==> config.mk <==
export PLATFORM = sky130hd
export DESIGN_NAME = fvb_fmul
export DESIGN_NICKNAME = d
export VERILOG_FILES = /design/src/sv/assert_macros.svh /design/src/sv/fvb_pkg.sv /design/src/sv/fvb_fmul.sv
export SDC_FILE = /design/constraint.sdc
export NUM_CORES = 2
export LEC_CHECK = 0
export ABC_AREA = 1
export BUFFER_PORTS_ARGS = -buffer_cell sky130_fd_sc_hd__buf_4
export CAP_MARGIN = 20
export CORE_ASPECT_RATIO = 0.6
export CORE_MARGIN = 8
export CORE_UTILIZATION = 40
export DETAILED_ROUTE_END_ITERATION = 10
export PLACE_DENSITY_LB_ADDON = 0.05
export RECOVER_POWER = 50
export REMOVE_ABC_BUFFERS = 1
export SYNTH_ARGS = -nofsm -noshare
export SYNTH_HDL_FRONTEND = slang
export SYNTH_SLANG_ARGS = --single-unit
==> constraint.sdc <==
create_clock -name vclk -period 27.9
set_input_delay 1.395 -clock vclk [all_inputs]
set_output_delay 1.395 -clock vclk [all_outputs]
set_load 0.05 [all_outputs]
==> src/sv/assert_macros.svh <==
// assertion macros used by the top level rtl file
`ifndef ASSERT_MACROS_SVH
`define ASSERT_MACROS_SVH

// antecedent in this cycle implies consequent in the next
`define FVB_ASSERT_NEXT(lbl, ante, cons) \
	lbl: assert property (@(posedge clk) disable iff (!arst_n) (ante) |=> (cons)) \
		else $error("next cycle check failed");

// antecedent implies consequent in the same cycle
`define FVB_ASSERT_SAME(lbl, ante, cons) \
	lbl: assert property (@(posedge clk) disable iff (!arst_n) (ante) |-> (cons)) \
		else $error("same cycle check failed");

`endif

==> src/sv/fvb_pkg.sv <==
// types, constants, classification and rounding functions of the blas1 unit
`default_nettype none
package fvb_pkg;

	localparam logic [31:0] QNAN_BITS = 32'h7FC00000;
	localparam logic [30:0] INF_MAG = 31'h7F800000;
	localparam logic [31:0] POS_ZERO = 32'h00000000;

	typedef enum logic [2:0] {
		MODE_FILL  = 3'd0,
		MODE_COPY  = 3'd1,
		MODE_SCALE = 3'd2,
		MODE_ADD   = 3'd3,
		MODE_AXPY  = 3'd4,
		MODE_AXPBY = 3'd5,
		MODE_DOT   = 3'd6,
		MODE_SSQ   = 3'd7
	} mode_t;

	typedef enum logic [1:0] {
		REG_MODE   = 2'd0,
		REG_COEF_A = 2'd1,
		REG_COEF_B = 2'd2
	} reg_idx_t;

	typedef struct packed {
		logic [31:0] x_elem;
		logic [31:0] y_elem;
		logic        last;
	} in_item_t;

	typedef struct packed {
		logic [31:0] value;
		logic        last_out;
	} out_item_t;

	function automatic logic is_nan(input logic [31:0] v);
		return v[30:0] > INF_MAG;
	endfunction

	function automatic logic is_inf(input logic [31:0] v);
		return v[30:0] == INF_MAG;
	endfunction

	function automatic logic is_zero(input logic [31:0] v);
		return v[30:0] == 31'd0;
	endfunction

	// round s * m * 2^e to binary32, nearest even, m nonzero
	function automatic logic [31:0] round_pack(input logic s, input logic signed [11:0] e,
		input logic [63:0] m);
		logic [6:0] lz;
		logic [63:0] mn;
		logic signed [11:0] en;
		logic signed [11:0] be;
		logic signed [11:0] sh;
		logic [6:0] sa;
		logic [63:0] kept;
		logic [63:0] mask;
		logic [63:0] rest;
		logic rbit;
		logic [39:0] base;
		logic [39:0] r;
		lz = 7'd0;
		for (int i = 0; i < 64; i++) begin
			if (m[i]) begin
				lz = 7'(63 - i);
			end
		end
		mn = m << lz;
		en = e - $signed({5'b0, lz});
		be = en + 12'sd190;
		if (be >= 12'sd1) begin
			sh = 12'sd40;
			base = 40'(be - 12'sd1) << 23;
		end else begin
			sh = 12'sd41 - be;
			base = '0;
		end
		if (sh >= 12'sd65) begin
			return {s, 31'd0};
		end
		sa = sh[6:0];
		kept = (sh < 12'sd64) ? (mn >> sa) : 64'd0;
		rbit = mn[6'(sa - 7'd1)];
		mask = (64'd1 << (sa - 7'd1)) - 64'd1;
		rest = mn & mask;
		if (rbit && (rest != 64'd0 || kept[0])) begin
			kept = kept + 64'd1;
		end
		r = base + kept[39:0];
		if (r >= {9'd0, INF_MAG}) begin
			return {s, INF_MAG};
		end
		return {s, r[30:0]};
	endfunction

endpackage
`default_nettype wire

==> src/sv/fvb_fmul.sv <==
// binary32 multiplier, round to nearest even
`default_nettype none
module fvb_fmul
	import fvb_pkg::*;
(
	input  wire logic [31:0] a,
	input  wire logic [31:0] b,
	output logic      [31:0] p
);

	logic s;
	logic [23:0] ma, mb;
	logic [8:0] ea, eb;
	logic [47:0] prod;
	logic signed [11:0] e;

	always_comb begin
		s = a[31] ^ b[31];
		ma = (a[30:23] == 8'd0) ? {1'b0, a[22:0]} : {1'b1, a[22:0]};
		mb = (b[30:23] == 8'd0) ? {1'b0, b[22:0]} : {1'b1, b[22:0]};
		ea = (a[30:23] == 8'd0) ? 9'd1 : {1'b0, a[30:23]};
		eb = (b[30:23] == 8'd0) ? 9'd1 : {1'b0, b[30:23]};
		prod = ma * mb;
		e = $signed({3'b0, ea}) + $signed({3'b0, eb}) - 12'sd300;
		if (is_nan(a) || is_nan(b)) begin
			p = QNAN_BITS;
		end else if (is_inf(a) || is_inf(b)) begin
			p = (is_zero(a) || is_zero(b)) ? QNAN_BITS : {s, INF_MAG};
		end else if (is_zero(a) || is_zero(b)) begin
			p = {s, 31'd0};
		end else begin
			p = round_pack(s, e, {16'd0, prod});
		end
	end

endmodule
`default_nettype wire

### Word-level counts from Yosys, hierarchy flattened

Index checks and enable logic that the tools add are counted.

* $add $sub $neg: 10
* $mul: 1
* magnitude comparators: 7
* equality and inequality tests: 2
* shift-type cells: 3
* multiplexer cells: 88
* bitwise gates (word level): 2
* reductions and logical operators: 10

Operator list (number)
* 2-to-1 mux 40 bit: 10
* 2-to-1 mux 7 bit: 50
* 2-to-1 mux 32 bit: 8
* bitwise AND 64 bit: 1
* nonzero test 64 bit: 1
* << shifter 1 x 7 -> 64 bit, first input constant: 1
* << shifter 48 x 7 -> 64 bit: 1
* right shift 64 x 7 -> 40 bit: 1
* subtractor 64 x 1 -> 64 bit, second input constant: 1
* equality test 31 bit, second input constant: 2
* > comparator 31 bit, second input constant: 2
* logical NOT 31 bit: 2
* multiplier 24 x 24 -> 48 bit: 1
* 2-to-1 mux 12 bit: 4
* 2-to-1 mux 24 bit: 2
* adder 40 x 1 -> 40 bit, second input constant: 1
* adder 40 bit: 1
* greater-or-equal comparator 40 x 31 -> 1 bit, second input constant: 1
* logical NOT 8 bit: 2
* 2-to-1 mux 8 bit: 2
* subtractor 12 x 2 -> 13 bit, second input constant: 1
* adder 11 x 9 -> 12 bit, second input constant: 1
* greater-or-equal comparator 12 x 2 -> 1 bit, second input constant: 1
* greater-or-equal comparator 12 x 8 -> 1 bit, second input constant: 1
* 13 further kinds: 25

* register bits: 0
* input port bits: 64
* output and inout port bits: 32
* logic and storage cells: 123

### Longest topological paths before layout

* word-level depth: 85
* depth in mapped cells: 143
* gate-level depth less buffers: 137

### Worst setup path after synthesis

No wires, ideal clock.

* path kind: input to output
* start: in b[0]
* end: out p[19]
* arrival time: 18.777 ns
* required time: 26.505 ns
* slack: 7.728 ns
* stages: 114
* buffers on the path: 7
* path through: clkbuf_1 -> clkbuf_1 -> nand2_1 -> fa_1 -> fa_1 -> fa_1 -> inv_1 -> ha_1 -> inv_1 -> fa_1 -> fa_1 -> inv_1 -> fa_1 -> ha_1 -> a21oi_1 -> inv_1 -> a221oi_1 -> nand2_1 -> [... 78 more ...] -> a21oi_1 -> o21bai_1 -> a21oi_1 -> o21ai_0 -> a21oi_1 -> o21bai_1 -> nand2_1 -> nand2_1 -> a21oi_1 -> xor2_1 -> inv_1 -> xor2_1 -> inv_1 -> nand2_4 -> inv_4 -> nor2_4 -> nand2_4 -> nor2_1

* longest elaborated chain between the ends: 84
* elaborated cells on any way between the ends: 109
* those cells by class: 8 x add/sub; 1 x mul; 5 x order compare; 1 x eq/ne; 3 x shift; 83 x mux; 1 x bitwise; 7 x reduce/logical

Ends and longest elaborated chain
* from (decl): RTL line fvb_fmul.sv:7 `input wire logic [31:0] b,`
* 2-to-1 mux 24 bit: RTL line fvb_fmul.sv:20 `mb = (b[30:23] == 8'd0) ? {1'b0, b[22:0]} : {1'b1, b[22:0]};`
* multiplier 24 x 24 -> 48 bit: RTL line fvb_fmul.sv:23 `prod = ma * mb;`
* 2-to-1 mux 6 bit: RTL line fvb_pkg.sv:66 `if (m[i]) begin`
* 2-to-1 mux 7 bit (47 in series): RTL line fvb_pkg.sv:66
* 2-to-1 mux 7 bit: RTL line fvb_fmul.sv:29 `end else if (is_zero(a) || is_zero(b)) begin`
* 2-to-1 mux 7 bit: RTL line fvb_fmul.sv:27 `end else if (is_inf(a) || is_inf(b)) begin`
* 2-to-1 mux 7 bit: RTL line fvb_fmul.sv:25 `if (is_nan(a) || is_nan(b)) begin`
* subtractor 10 x 8 -> 11 bit: RTL line fvb_pkg.sv:71 `en = e - $signed({5'b0, lz});`
* [... 22 more ...]
* 2-to-1 mux 1 bit: RTL line fvb_fmul.sv:29
* 2-to-1 mux 1 bit: RTL line fvb_fmul.sv:27
* 2-to-1 mux 1 bit: RTL line fvb_fmul.sv:25
* 2-to-1 mux 32 bit: RTL line fvb_pkg.sv:95 `return {s, r[30:0]};`
* 2-to-1 mux 32 bit: RTL line fvb_pkg.sv:83 `sa = sh[6:0];`
* 2-to-1 mux 32 bit: RTL line fvb_fmul.sv:29
* 2-to-1 mux 32 bit: RTL line fvb_fmul.sv:27
* 2-to-1 mux 32 bit *: RTL line fvb_fmul.sv:25
* to (decl): RTL line fvb_fmul.sv:8 `output logic [31:0] p`

Mark *: on every way between the ends. The rest lies on a longest branch, timed or not. The select of a mux whose other input is x is not followed.

### Worst setup path in the final report

* start: in a[0]
* end: out p[19]

* longest elaborated chain between the ends: 84
* elaborated cells on any way between the ends: 109
* those cells by class: 8 x add/sub; 1 x mul; 5 x order compare; 1 x eq/ne; 3 x shift; 83 x mux; 1 x bitwise; 7 x reduce/logical

Ends and longest elaborated chain
* from (decl): RTL line fvb_fmul.sv:6 `input wire logic [31:0] a,`
* 2-to-1 mux 24 bit: RTL line fvb_fmul.sv:19 `ma = (a[30:23] == 8'd0) ? {1'b0, a[22:0]} : {1'b1, a[22:0]};`
* multiplier 24 x 24 -> 48 bit: RTL line fvb_fmul.sv:23
* 2-to-1 mux 6 bit: RTL line fvb_pkg.sv:66
* 2-to-1 mux 7 bit (47 in series): RTL line fvb_pkg.sv:66
* 2-to-1 mux 7 bit: RTL line fvb_fmul.sv:29
* 2-to-1 mux 7 bit: RTL line fvb_fmul.sv:27
* 2-to-1 mux 7 bit: RTL line fvb_fmul.sv:25
* subtractor 10 x 8 -> 11 bit: RTL line fvb_pkg.sv:71
* [... 22 more ...]
* 2-to-1 mux 1 bit: RTL line fvb_fmul.sv:29
* 2-to-1 mux 1 bit: RTL line fvb_fmul.sv:27
* 2-to-1 mux 1 bit: RTL line fvb_fmul.sv:25
* 2-to-1 mux 32 bit: RTL line fvb_pkg.sv:95
* 2-to-1 mux 32 bit: RTL line fvb_pkg.sv:83
* 2-to-1 mux 32 bit: RTL line fvb_fmul.sv:29
* 2-to-1 mux 32 bit: RTL line fvb_fmul.sv:27
* 2-to-1 mux 32 bit *: RTL line fvb_fmul.sv:25

Marks and branches as above.

==> impl_results.md <==
- Outcome: finished, violations left
- Violated checks: max-capacitance violations, max-slew violations
- Clock buffers: 0
- Top-Level Pins: 96
- Max transition margin: -0.0578
- Cts-stage hold buffer count: 0
- Antenna diode count: 0
- Area delta synth->final: 2.99%
- Nets@finish: around 6,200
- Crit share post-route: 0.900
- Die width: 396 um
- Post-DP HPWL: 109,000 um
- Crit-path max FO: 63
- Critical Path Most Common Cell: a21oi_1
- Initial drt markers: between 4,000 and 5,000
- Layout cells sized above 1: 0.0594
- Overflow after GRT: 0
- Unrepaired setup endpoints after global routing: false
- Mapped Cells: 5,576
- Die Span Y: 244 um
- Fmax: ~40 MHz
- Post-DRT Antenna Nets: 0
- Starting density of the core: 0.405
- Period minus WS final: 25.10 ns
- CP required: between 20 and 30 ns
- Synth top area share: 0.280
- Vias in the first global route: 32,890
- Hold_sp: a[31]
- Die area: ~97,000 um^2
- Synth area leaders: fa_1, inv_1, nand2_1
- Crit path kind: input pin to primary output
- Detailed Routing Iterations Pass 1: 6
- Reg area: 0 um^2
- Worst Hold Path EP: p[31]
- Hold Path Depth: 4
- Yosys Warn Count: 0
- Final core occ: 0.417
- Arr. time, crit path: about 24 ns
- Sequential-to-total area share from yosys stat: 0
- Crit path largest cell delay: 1.12 ns
- Slew @ Worst Pin: 1.59 ns
- Global-route wire length before repair: 201,000 um
- Syn Area/Cell: 6.22 um^2
- Post-CTS Setup Inserts: 0
- Seq cells: 0
- Gpl congestion: 1.02
- Vias per inst: 5.24
- Routed len/inst: 19.8 um
- Area leader, netlist: fa_1
- Vias: 34,397
- Largest net degree at the start of global routing: 65
- CTS resizes: 0
- Drt drc: 0
- Setup violations, final: 0
- Core Footprint: around 86,000 um^2
- TNS Setup: 0 ns
- IO buf count: between 90 and 100
- Critical path endpoint category: primary output
- Final hold vios: 0
- WL final: 130,000 um
- CP max stage cell: clkbuf_1
- Hold Path Class: input pin to primary output
- Fin. max-slew vios: 26
- Row count: 83
- Post-Syn Area: 34,700 um^2
- Initial antenna violation count: 0
- Overall Global Routing Usage: 0.263
- Hold WS: 3.19 ns
- CP Launch Type: input pin
- Unique masters post-synth: 79
- Max cap viols: 1
==> worst max-delay path by stage <==
stage / end / cells past startpoint / from / slack (ns)
after global routing: p[19] / 109 / a[0] / 0.77
final: p[19] / 104 / a[0] / 2.80
after detailed placement: p[19] / 109 / a[11] / 3.80
after CTS: p[19] / 110 / a[11] / 3.73
after floorplan: p[19] / 101 / b[30] / 3.94
after global placement: p[19] / 110 / a[11] / 3.89
==> layout make-up <==
type / instances / area [um^2]
inverters: 1393 / 5240
repair buffers: 122 / 912
multi-input cells: 3908 / 28100
well taps: 1147 / 1440
fillers: 9456 / 50000
==> metrics by stage <==
step / area (um^2) / setup slack, ns / instances
floorplan: 33300 / 3.94 / 5301
global placement: 35700 / 3.89 / 6570
detailed placement: 35700 / 3.80 / 6570
CTS: 35700 / 3.73 / 6570
global route: 35700 / 0.775 / 6570
finish: 35700 / 2.80 / 6570
==> layer usage <==
layer | vias up | share of wire | GRT usage
met5 | - | 0 | 0
met4 | 0 | 0.0038 | 0.0110
met3 | 30 | 0.12 | 0.0817
met2 | 1490 | 0.35 | 0.329
met1 | 16324 | 0.52 | 0.440
li1 | 16553 | - | -
==> layout by cell type (no fill, tap or decap), types with 24 or more instances in the layout <==
| cell type | n |
|---|---|
| inv_2 | 24 |
| ha_1 | 227 |
| xor2_1 | 90 |
| nand3_1 | 904 |
| fa_1 | 485 |
| nand2_2 | 34 |
| inv_1 | 1363 |
| nor2_4 | 32 |
| a21oi_1 | 88 |
| nor2_1 | 276 |
| nor3_1 | 48 |
| buf_4 | 121 |
| nand2_1 | 1317 |
| nor2_2 | 26 |
| o21ai_0 | 62 |
| xnor2_1 | 36 |
| nand4_1 | 74 |
==> worst max-delay path: cells and delay by family <==
kind / cells / cell delay (ns)
fa+ha+maj: 11 / 4.67
buf+inv: 16 / 3.78
simple gates: 40 / 7.06
xor+xnor: 6 / 1.66
compound gates: 31 / 5.02
==> cell families (layout without fill, tap and decap cells) <==
family	Yosys count	count (layout)	synth area share
AOI/OAI and AO/OA	255	255	0.0443
xor gates and xnor gates	132	132	0.0350
adders and majority gates	712	712	0.362
buffers and inverters	1668	1515	0.190
muxes	2	2	0.000577
and+or+nand+nor	2807	2807	0.369
==> synth_stat cells (all sizes together), types with 4 or more instances <==
master	instances
a21oi	98
nor4	21
o31ai	6
xnor2	39
o211ai	8
clkbuf	183
and2	11
ha	227
nand3b	4
o21ai	94
nand3	919
nand2	1356
a211oi	4
o21bai	12
a31oi	5
xor2	93
fa	485
buf	92
nor2	336
nor3	57
or2	11
inv	1390
o22ai	11
nand4	81
Power is not shown: default switching activity piles up to over one toggle a cycle in this logic, so the estimate is an artifact.
